**config.mk**
```make
export PLATFORM = sky130hd
export DESIGN_NAME = indexed_list_stack_engine
export DESIGN_NICKNAME = d
export VERILOG_FILES = /design/src/sv/ilse_pkg.sv /design/src/sv/ilse_ctrl.sv /design/src/sv/ilse_dp.sv /design/src/sv/indexed_list_stack_engine.sv
export SDC_FILE = /design/constraint.sdc
export NUM_CORES = 2
export LEC_CHECK = 0
export ABC_AREA = 0
export BUFFER_PORTS_ARGS = -buffer_cell sky130_fd_sc_hd__buf_2
export CAP_MARGIN = 30
export CELL_PAD_IN_SITES_DETAIL_PLACEMENT = 0
export CELL_PAD_IN_SITES_GLOBAL_PLACEMENT = 1
export CORE_MARGIN = 1
export CORE_UTILIZATION = 25
export DETAILED_ROUTE_END_ITERATION = 16
export PLACE_DENSITY_LB_ADDON = 0.25
export SLEW_MARGIN = 20
export SYNTH_ARGS = -nofsm -noshare
export SYNTH_HDL_FRONTEND = slang
export SYNTH_SLANG_ARGS = --single-unit
```
**constraint.sdc**
```tcl
create_clock -name clock -period 10.6 [get_ports clock]
set_clock_uncertainty 0.2 [all_clocks]
set_input_delay 0.53 -clock clock [delete_from_list [all_inputs] [get_ports clock]]
set_output_delay 0.53 -clock clock [all_outputs]
set_load 0.05 [all_outputs]
```
**src/sv/ilse_pkg.sv**
```systemverilog
// Shared types and constants for the indexed list and stack engine.
`timescale 1ns / 1ps

package ilse_pkg;

   localparam int DEPTH_DEF     = 16;
   localparam int ELEM_BITS_DEF = 32;

   // request modes
   typedef enum logic [3:0] {
      MODE_APPEND    = 4'd0,
      MODE_GET       = 4'd1,
      MODE_INSERT    = 4'd2,
      MODE_DELETE    = 4'd3,
      MODE_PEEK      = 4'd4,
      MODE_POP       = 4'd5,
      MODE_CLEAR     = 4'd6,
      MODE_FWD_START = 4'd7,
      MODE_REV_START = 4'd8,
      MODE_ITER_NEXT = 4'd9
   } mode_type;

   // response status codes
   typedef enum logic [1:0] {
      ST_OK      = 2'd0,
      ST_ERROR   = 2'd1,
      ST_END     = 2'd2,
      ST_CHANGED = 2'd3
   } status_type;

   // which entry the datapath reads for the response word
   typedef enum logic [2:0] {
      RD_NONE        = 3'd0,
      RD_POS         = 3'd1,
      RD_TOP         = 3'd2,
      RD_BELOW_TOP   = 3'd3,
      RD_CURSOR      = 3'd4,
      RD_CURSOR_DOWN = 3'd5
   } rd_sel_type;

   typedef struct packed {
      logic [3:0]  mode;
      logic [3:0]  position;
      logic [31:0] new_item;
      logic        return_top;
   } req_type;

   typedef struct packed {
      logic [1:0]  status;
      logic [31:0] item_out;
      logic [4:0]  item_count;
   } rsp_type;

   // datapath to controller
   typedef struct packed {
      logic [3:0] mode;
      logic       return_top;
      logic       pos_ok;
      logic       not_full;
      logic       not_empty;
      logic       two_plus;
      logic       changed;
      logic       cur_reverse;
      logic       cur_fwd_ok;
      logic       cur_nonzero;
      logic       cur_down_ok;
   } dp_stat_type;

   // controller to datapath
   typedef struct packed {
      logic       load;
      logic       exec;
      logic       do_append;
      logic       do_insert;
      logic       do_delete;
      logic       do_clear;
      logic       do_pop;
      logic       start_fwd;
      logic       start_rev;
      logic       cur_inc;
      logic       cur_dec;
      rd_sel_type rd_sel;
      status_type status;
   } dp_ctl_type;

endpackage

```
**src/sv/ilse_ctrl.sv**
```systemverilog
// Controller state machine: handshake sequencing and mode decode.
`timescale 1ns / 1ps

module ilse_ctrl
   import ilse_pkg::*;
(
   input  logic        clock,
   input  logic        reset,
   input  logic        req_valid,
   output logic        req_ready,
   output logic        rsp_valid,
   input  logic        rsp_ready,
   input  dp_stat_type stat,
   output dp_ctl_type  ctl
);

   typedef enum logic [2:0] {
      S_IDLE = 3'b001,
      S_EXEC = 3'b010,
      S_RESP = 3'b100
   } ilse_state_type;

   ilse_state_type state_ff, state_in;

   // take a word when idle, or when the held result leaves this cycle
   assign req_ready = (state_ff == S_IDLE) || ((state_ff == S_RESP) && rsp_ready);
   assign rsp_valid = (state_ff == S_RESP);

   // advance the sequence
   always_comb begin
      state_in = state_ff;
      case (state_ff)
         S_IDLE: begin
            if (req_valid) state_in = S_EXEC;
         end
         S_EXEC: begin
            state_in = S_RESP;
         end
         S_RESP: begin
            if (rsp_ready) state_in = req_valid ? S_EXEC : S_IDLE;
         end
         default: begin
            state_in = S_IDLE;
         end
      endcase
   end

   always_ff @(posedge clock) begin
      if (reset) state_ff <= S_IDLE;
      else       state_ff <= state_in;
   end

   // decode the held word into datapath operations
   always_comb begin
      ctl           = '0;
      ctl.rd_sel    = RD_NONE;
      ctl.status    = ST_ERROR;
      ctl.load      = req_valid && req_ready;
      ctl.exec      = (state_ff == S_EXEC);
      if (state_ff == S_EXEC) begin
         case (stat.mode)
            MODE_APPEND: begin
               if (stat.not_full) begin
                  ctl.do_append = 1'b1;
                  ctl.status    = ST_OK;
               end
            end
            MODE_GET: begin
               if (stat.pos_ok) begin
                  ctl.rd_sel = RD_POS;
                  ctl.status = ST_OK;
               end
            end
            MODE_INSERT: begin
               if (stat.pos_ok && stat.not_full) begin
                  ctl.do_insert = 1'b1;
                  ctl.status    = ST_OK;
               end
            end
            MODE_DELETE: begin
               if (stat.pos_ok) begin
                  ctl.do_delete = 1'b1;
                  ctl.status    = ST_OK;
               end
            end
            MODE_PEEK: begin
               if (stat.not_empty) begin
                  ctl.rd_sel = RD_TOP;
                  ctl.status = ST_OK;
               end
            end
            MODE_POP: begin
               ctl.do_pop = 1'b1;
               if (!stat.return_top) begin
                  ctl.status = ST_OK;
               end else if (stat.two_plus) begin
                  ctl.rd_sel = RD_BELOW_TOP;
                  ctl.status = ST_OK;
               end
            end
            MODE_CLEAR: begin
               ctl.do_clear = 1'b1;
               ctl.status   = ST_OK;
            end
            MODE_FWD_START: begin
               ctl.start_fwd = 1'b1;
               ctl.status    = ST_OK;
            end
            MODE_REV_START: begin
               ctl.start_rev = 1'b1;
               ctl.status    = ST_OK;
            end
            MODE_ITER_NEXT: begin
               if (stat.changed) begin
                  ctl.status = ST_CHANGED;
               end else if (!stat.cur_reverse) begin
                  if (stat.cur_fwd_ok) begin
                     ctl.rd_sel  = RD_CURSOR;
                     ctl.cur_inc = 1'b1;
                     ctl.status  = ST_OK;
                  end else begin
                     ctl.status = ST_END;
                  end
               end else if (stat.cur_nonzero) begin
                  // list shrank under the cursor: still step down
                  ctl.cur_dec = 1'b1;
                  if (stat.cur_down_ok) begin
                     ctl.rd_sel = RD_CURSOR_DOWN;
                     ctl.status = ST_OK;
                  end
               end else begin
                  ctl.status = ST_END;
               end
            end
            default: begin
               ctl.status = ST_ERROR;
            end
         endcase
      end
   end

endmodule

```
**src/sv/ilse_dp.sv**
```systemverilog
// Datapath: element cell row, count, iteration cursor and result register.
`timescale 1ns / 1ps

module ilse_dp
   import ilse_pkg::*;
#(
   parameter int DEPTH     = DEPTH_DEF,
   parameter int ELEM_BITS = ELEM_BITS_DEF
) (
   input  logic        clock,
   input  logic        reset,
   input  req_type     req_data,
   input  dp_ctl_type  ctl,
   output dp_stat_type stat,
   output rsp_type     rsp_data
);

   localparam int IDX_W = $clog2(DEPTH);
   localparam int CNT_W = $clog2(DEPTH + 1);
   localparam int CMP_W = CNT_W + 4;

   req_type                req_ff;
   logic [ELEM_BITS-1:0]   store_ff [DEPTH];
   logic [ELEM_BITS-1:0]   from_below [DEPTH];
   logic [ELEM_BITS-1:0]   from_above [DEPTH];
   logic [CNT_W-1:0]       count_ff, count_in;
   logic [CNT_W-1:0]       cursor_ff, cursor_in;
   logic                   changed_ff, changed_in;
   logic                   cur_rev_ff, cur_rev_in;
   rsp_type                rsp_ff;
   logic [CMP_W-1:0]       pos_c, count_c;
   logic [CNT_W-1:0]       rd_cnt;
   logic [IDX_W-1:0]       rd_idx;
   logic [ELEM_BITS-1:0]   rd_data;
   logic [ELEM_BITS-1:0]   item_elem;

   // hold the accepted word
   always_ff @(posedge clock) begin
      if (ctl.load) req_ff <= req_data;
   end

   assign item_elem = ELEM_BITS'(req_ff.new_item);
   assign pos_c     = CMP_W'(req_ff.position);
   assign count_c   = CMP_W'(count_ff);

   // status toward the controller
   always_comb begin
      stat             = '0;
      stat.mode        = req_ff.mode;
      stat.return_top  = req_ff.return_top;
      stat.pos_ok      = pos_c < count_c;
      stat.not_full    = count_ff < CNT_W'(DEPTH);
      stat.not_empty   = count_ff != '0;
      stat.two_plus    = count_ff > CNT_W'(1);
      stat.changed     = changed_ff;
      stat.cur_reverse = cur_rev_ff;
      stat.cur_fwd_ok  = cursor_ff < count_ff;
      stat.cur_nonzero = cursor_ff != '0;
      stat.cur_down_ok = cursor_ff <= count_ff;
   end

   // cell row: each cell loads the new word, its lower or its upper neighbor
   for (genvar g = 0; g < DEPTH; g++) begin : g_cell
      if (g == 0) begin : g_bottom
         assign from_below[g] = item_elem;
      end else begin : g_mid_lo
         assign from_below[g] = store_ff[g-1];
      end
      if (g == DEPTH - 1) begin : g_top
         assign from_above[g] = store_ff[g];
      end else begin : g_mid_hi
         assign from_above[g] = store_ff[g+1];
      end

      always_ff @(posedge clock) begin
         if (ctl.do_append && (count_c == CMP_W'(g))) begin
            store_ff[g] <= item_elem;
         end else if (ctl.do_insert && (pos_c == CMP_W'(g))) begin
            store_ff[g] <= item_elem;
         end else if (ctl.do_insert && (pos_c < CMP_W'(g))) begin
            store_ff[g] <= from_below[g];
         end else if (ctl.do_delete && (pos_c <= CMP_W'(g))) begin
            store_ff[g] <= from_above[g];
         end
      end
   end

   // pick the read entry
   always_comb begin
      case (ctl.rd_sel)
         RD_POS:         rd_cnt = pos_c[CNT_W-1:0];
         RD_TOP:         rd_cnt = count_ff - CNT_W'(1);
         RD_BELOW_TOP:   rd_cnt = count_ff - CNT_W'(2);
         RD_CURSOR:      rd_cnt = cursor_ff;
         RD_CURSOR_DOWN: rd_cnt = cursor_ff - CNT_W'(1);
         default:        rd_cnt = '0;
      endcase
   end

   assign rd_idx  = rd_cnt[IDX_W-1:0];
   assign rd_data = store_ff[rd_idx];

   // update count, change flag and cursor
   always_comb begin
      count_in   = count_ff;
      changed_in = changed_ff;
      cursor_in  = cursor_ff;
      cur_rev_in = cur_rev_ff;
      if (ctl.do_clear) begin
         count_in   = '0;
         changed_in = 1'b1;
      end
      if (ctl.do_append || ctl.do_insert) begin
         count_in   = count_ff + CNT_W'(1);
         changed_in = 1'b1;
      end
      if (ctl.do_delete) begin
         count_in   = count_ff - CNT_W'(1);
         changed_in = 1'b1;
      end
      if (ctl.do_pop && (count_ff != '0)) count_in = count_ff - CNT_W'(1);
      if (ctl.start_fwd) begin
         cursor_in  = '0;
         cur_rev_in = 1'b0;
         changed_in = 1'b0;
      end
      if (ctl.start_rev) begin
         cursor_in  = count_ff;
         cur_rev_in = 1'b1;
         changed_in = 1'b0;
      end
      if (ctl.cur_inc) cursor_in = cursor_ff + CNT_W'(1);
      if (ctl.cur_dec) cursor_in = cursor_ff - CNT_W'(1);
   end

   always_ff @(posedge clock) begin
      if (reset) begin
         count_ff   <= '0;
         changed_ff <= 1'b0;
         cursor_ff  <= '0;
         cur_rev_ff <= 1'b0;
      end else begin
         count_ff   <= count_in;
         changed_ff <= changed_in;
         cursor_ff  <= cursor_in;
         cur_rev_ff <= cur_rev_in;
      end
   end

   // register the result word
   always_ff @(posedge clock) begin
      if (ctl.exec) begin
         rsp_ff.status     <= ctl.status;
         rsp_ff.item_out   <= (ctl.rd_sel == RD_NONE) ? 32'd0 : 32'(rd_data);
         rsp_ff.item_count <= 5'(count_in);
      end
   end

   assign rsp_data = rsp_ff;

endmodule

```
**src/sv/indexed_list_stack_engine.sv**
```systemverilog
// Top level of the indexed list and stack engine.
//
// An ordered list of up to DEPTH elements, used as an array list and a stack.
// Request channel (req_valid/req_ready/req_data) carries one word per request:
// mode, position, new_item and return_top. Response channel
// (rsp_valid/rsp_ready/rsp_data) returns exactly one word per request with
// status, item_out and item_count.
// Sequence: an accepted request is held in a register and decoded in the EXEC
// state, where the cell row shifts for insert/delete and the result register
// loads in that same cycle; the response is then valid in the RESP state. No
// new request is taken while one is being worked on: a new request is taken
// in the cycle the held response leaves.
// Reset (synchronous, active high) empties the list, clears the change flag
// and the iteration cursor; element cells are not cleared.
// When the receiver stalls, the response word is held and no new request
// is taken until it leaves.
`timescale 1ns / 1ps

module indexed_list_stack_engine
   import ilse_pkg::*;
#(
   parameter int DEPTH     = DEPTH_DEF,
   parameter int ELEM_BITS = ELEM_BITS_DEF
) (
   input  logic    clock,
   input  logic    reset,
   input  logic    req_valid,
   output logic    req_ready,
   input  req_type req_data,
   output logic    rsp_valid,
   input  logic    rsp_ready,
   output rsp_type rsp_data
);

   dp_stat_type stat;
   dp_ctl_type  ctl;

   ilse_ctrl u_ctrl (
      .clock     (clock),
      .reset     (reset),
      .req_valid (req_valid),
      .req_ready (req_ready),
      .rsp_valid (rsp_valid),
      .rsp_ready (rsp_ready),
      .stat      (stat),
      .ctl       (ctl)
   );

   ilse_dp #(
      .DEPTH     (DEPTH),
      .ELEM_BITS (ELEM_BITS)
   ) u_dp (
      .clock    (clock),
      .reset    (reset),
      .req_data (req_data),
      .ctl      (ctl),
      .stat     (stat),
      .rsp_data (rsp_data)
   );

   // an accepted word is worked on in the decode state before its result shows
   a_accept_then_busy: assert property (@(posedge clock) disable iff (reset)
      (req_valid && req_ready) |=> (!rsp_valid && !req_ready))
      else $error("request accepted while a result was being formed");

   // no element word rides with a non-ok status
   a_item_zero_on_fail: assert property (@(posedge clock) disable iff (reset)
      (rsp_valid && (rsp_data.status != ST_OK)) |-> (rsp_data.item_out == 32'd0))
      else $error("item_out nonzero with non-ok status");

   // count never exceeds the store depth
   a_count_bound: assert property (@(posedge clock) disable iff (reset)
      rsp_valid |-> (32'(rsp_data.item_count) <= 32'(DEPTH)))
      else $error("item_count above depth");

   // a response follows its request after the decode cycle
   a_exec_to_resp: assert property (@(posedge clock) disable iff (reset)
      ctl.exec |=> rsp_valid)
      else $error("decode cycle not followed by a response");

endmodule

```
==> summary.txt <==
Status
  – Outcome: completed

Min path
  – Hold EP: u_ctrl.state_ff[1]
  – Hold WC Path Type: in -> reg
  – Min-Delay Path Depth: 3
  – Hold Startpoint: req_valid

Cells and area
  – Final-layout fill cell count: 14.22k
  – Fin nets: 3354
  – Final Instance Count excl. Fillers: 5142
  – Final Util: 0.2873
  – Multi-input gate area: 0.01542 mm²
  – Layout area overhead: 14.08%
  – Storage element area: 0.01808 mm²
  – Share of cells above drive strength 1: 0.1174
  – Fin area: 0.03945 mm²

Synth
  – Most area-consuming cells after synthesis: edfxtp_1 51%, mux2i_1 14%, a21oi_1 5.5%
  – Synth Instances: 3323
  – Syn avg cell area: 10.41 µm²
  – Compound-Gate Fraction of Synth Area: 0.1397
  – Post-synthesis cell type count: 69
  – Ys flop type: edfxtp_1
  – Top cell type's share of synthesized area: 0.5141
  – Synth Warn #: 0
  – Mux cell area share after synthesis: 0.1653
  – EDFF count, synth: 592
  – Yosys reg bits: 607
  – Post-synth top area cell: edfxtp_1
  – Dominant cell by count in the synthesized netlist: edfxtp_1
  – Register area share after synthesis: 0.5228
  – Post-synth top cells: 592 x edfxtp_1, 498 x mux2i_1, 455 x nor2_1, 378 x a21oi_1, 223 x nand3_1
  – Fraction of the mapped netlist area in simple logic gates: 0.1244
  – Post-Synth XOR/XNOR Area: 0.001266
  – Largest family of logic cells by synthesized area: multiplexers
  – Net Count, Synth: 3388
  – Post-Synth Adder-Cell Area: 0.007237
  – Ys async rst share: 0
  – Synth Cell Area: 0.03458 mm²

Detailed routing
  – Initial DRC count: 2420
  – Total wire length: 141900 µm
  – Post-DRT Antenna Nets: 0
  – Via count: 27.39k
  – Via density: 5.327
  – Detailed Routing Iterations Pass 1: 6
  – Avg WL per Cell: 27.60 µm
  – DRC Markers: 0

Clocking
  – Clock tree buffer depth: 3
  – Clock Tree Root: clkbuf_16
  – CTS tree: yes
  – CTS Sinks: 607
  – CTS Buf Count: 76
  – Post-CTS resize count: 0
  – Clk_lat worst skew: 660 ps
  – H-tree Lvls: 3
  – Post-CTS setup buffer count: 0
  – Clock slew at reported path FFs: 60 ps

Placed design
  – Hpwl dp: 77120 µm
  – IO buf count: 85
  – # placed instances: 4962
  – Post-placement cell area: 0.03672 mm²
  – Worst slack at placement: 4122 ps
  – Global placement routability congestion: 0.7898

STA
  – Max Freq: 0.1549 GHz
  – RSZ-0062 raised after global routing: no
  – Setup ws final: 4144 ps
  – Slew Viols, Final: 0
  – Worst-Margin Slew: 1081 ps
  – Fin. Hold Viols: 0
  – Final worst-path cycle share: 0.6091
  – Hold slack: 70.25 ps
  – Setup TNS Final: 0 ps
  – Max-slew headroom: 0.2791
  – Final setup viols: 0
  – Min cycle time layout: 6456 ps

Floorplan
  – IO Pins: 86
  – Starting Density: 0.2518
  – Die W: 373.9 µm
  – Num rows: 136
  – Core footprint: 0.1373 mm²
  – Chip height: 373.9 µm
  – Die area: 0.1398 mm²

Critical path
  – CP Launch Point: u_ctrl.state_ff[1]
  – Arrival @ worst endpoint: 6530 ps
  – Crit-path cells: nor2b_1 > nand2b_1 > inv_2 > buf_4 > and3_1 > o31a_1 > nand2_1 > nor2_4 > buf_4 > nand2_4 > nand3_2 > buf_4
  – R2R depth: 12
  – Worst reg2reg setup slack: 4140 ps
  – R2R Path End: u_dp.store_ff[5][22]
  – Data required, critical path: 10670 ps
  – Crit-path max FO: 66
  – Critical path class: reg -> reg
  – Worst path bufs/invs: 4
  – Worst r2r src: u_ctrl.state_ff[1]
  – Most frequent CP cell: buf_4
  – Slowest cell on the critical path: nand2_4
  – Worst Setup Start Kind: register
  – Top cell family by delay on the critical path: buffers and inverters
  – CP peak stage delay: 800 ps
  – CP Capture Type: register

Global routing
  – Vias in the first global route: 26.77k
  – Initial antenna violation count: 3
  – Remaining Overflow, GRT: 0
  – Largest net degree at the start of global routing: 126
  – First-pass GRT wire length: 202000 µm
  – GRT Total Usage: 0.1980

Pwr
  – Peak VDD IR: 87.48 µV
  – Pwr Total: 5.449 mW
  – Leakage: 13.55 nW
  – PD cells: 138.1 mW/mm²

Job
  – Max Cap Violations: 0
power by group:
group	total (mW)	internal [mW]	leakage, nW	switching [mW]
Combinational	0.221	0.108	7.00	0.113
Clock	2.51	1.41	1.11	1.10
Sequential	2.72	2.66	5.43	0.0618
Total	5.45	4.17	13.5	1.27
kinds of logic after synthesis:
group,Yosys count
and+or+nand+nor,997
AOI/OAI and AO/OA,809
DFF,607
muxes,563
buffers and inverters,322
adders and majority gates,20
xor gates and xnor gates,5
area by class of cell:
type,instances,share of cell area
clock inverters,35,0.006121
repair buffers,192,0.03425
well taps,1794,0.05690
multi-input cells,2394,0.3908
clock buffers,101,0.05192
inverters,18,0.001713
diodes,1,0.00006343
flip-flops and latches,607,0.4582
per-layer routing:
layer	vias up	global-route usage	wire [µm]
met5	-	0	20
met2	961	0.3357	68650
met4	2	0.06080	3712
met1	13890	0.2595	61510
li1	12350	-	-
met3	194	0.02744	8043
how the worst max path moves through the flow:
stage                           end  slack (ps)  depth (start not counted)
2_1_floorplan   u_dp.store_ff[7][0]        5610                          9
3_3_place_gp   u_dp.store_ff[5][17]        4210                         12
3_5_place_dp   u_dp.store_ff[5][17]        4120                         12
4_1_cts        u_dp.store_ff[5][22]        4090                         12
5_1_grt        u_dp.store_ff[5][22]        3880                         12
6_report       u_dp.store_ff[5][22]        4140                         12
sequential cells by signal, indices dropped and copies added, names as in the netlist:
register         count
u_dp.cur_rev_ff      1
u_dp.changed_ff      1
u_dp.count_ff        5
u_ctrl.state_ff      3
u_dp.store_ff      512
u_dp.rsp_data       39
u_dp.pos_c           4
u_dp.cursor_ff       5
u_dp.item_elem      32
u_dp.stat            5
what timing repair did:
action | in CTS | in global routing
hold buffers | 42 | 0
endpoints found under the hold margin | 42 | 0
setup endpoints to repair | 0 | 0
layout by cell type, fill, tap and decap left out, types with 39 or more instances in the layout:
cell and count:
dlygate4sd3_1 42, edfxtp_1 592, mux2i_1 498, clkbuf_16 78
buf_2 85, buf_4 63, mux2_2 65, a21oi_1 376
a31oi_1 39, nand2_1 196, nor2_1 451, o21ai_0 198
nand3_1 219
worst min-delay path: cells and delay by family:
kind / cells / cell delay (ps)
AND/OR/NAND/NOR: 2 / 220
buffers and inverters: 1 / 110
Power figures use the tool's default switching activity.
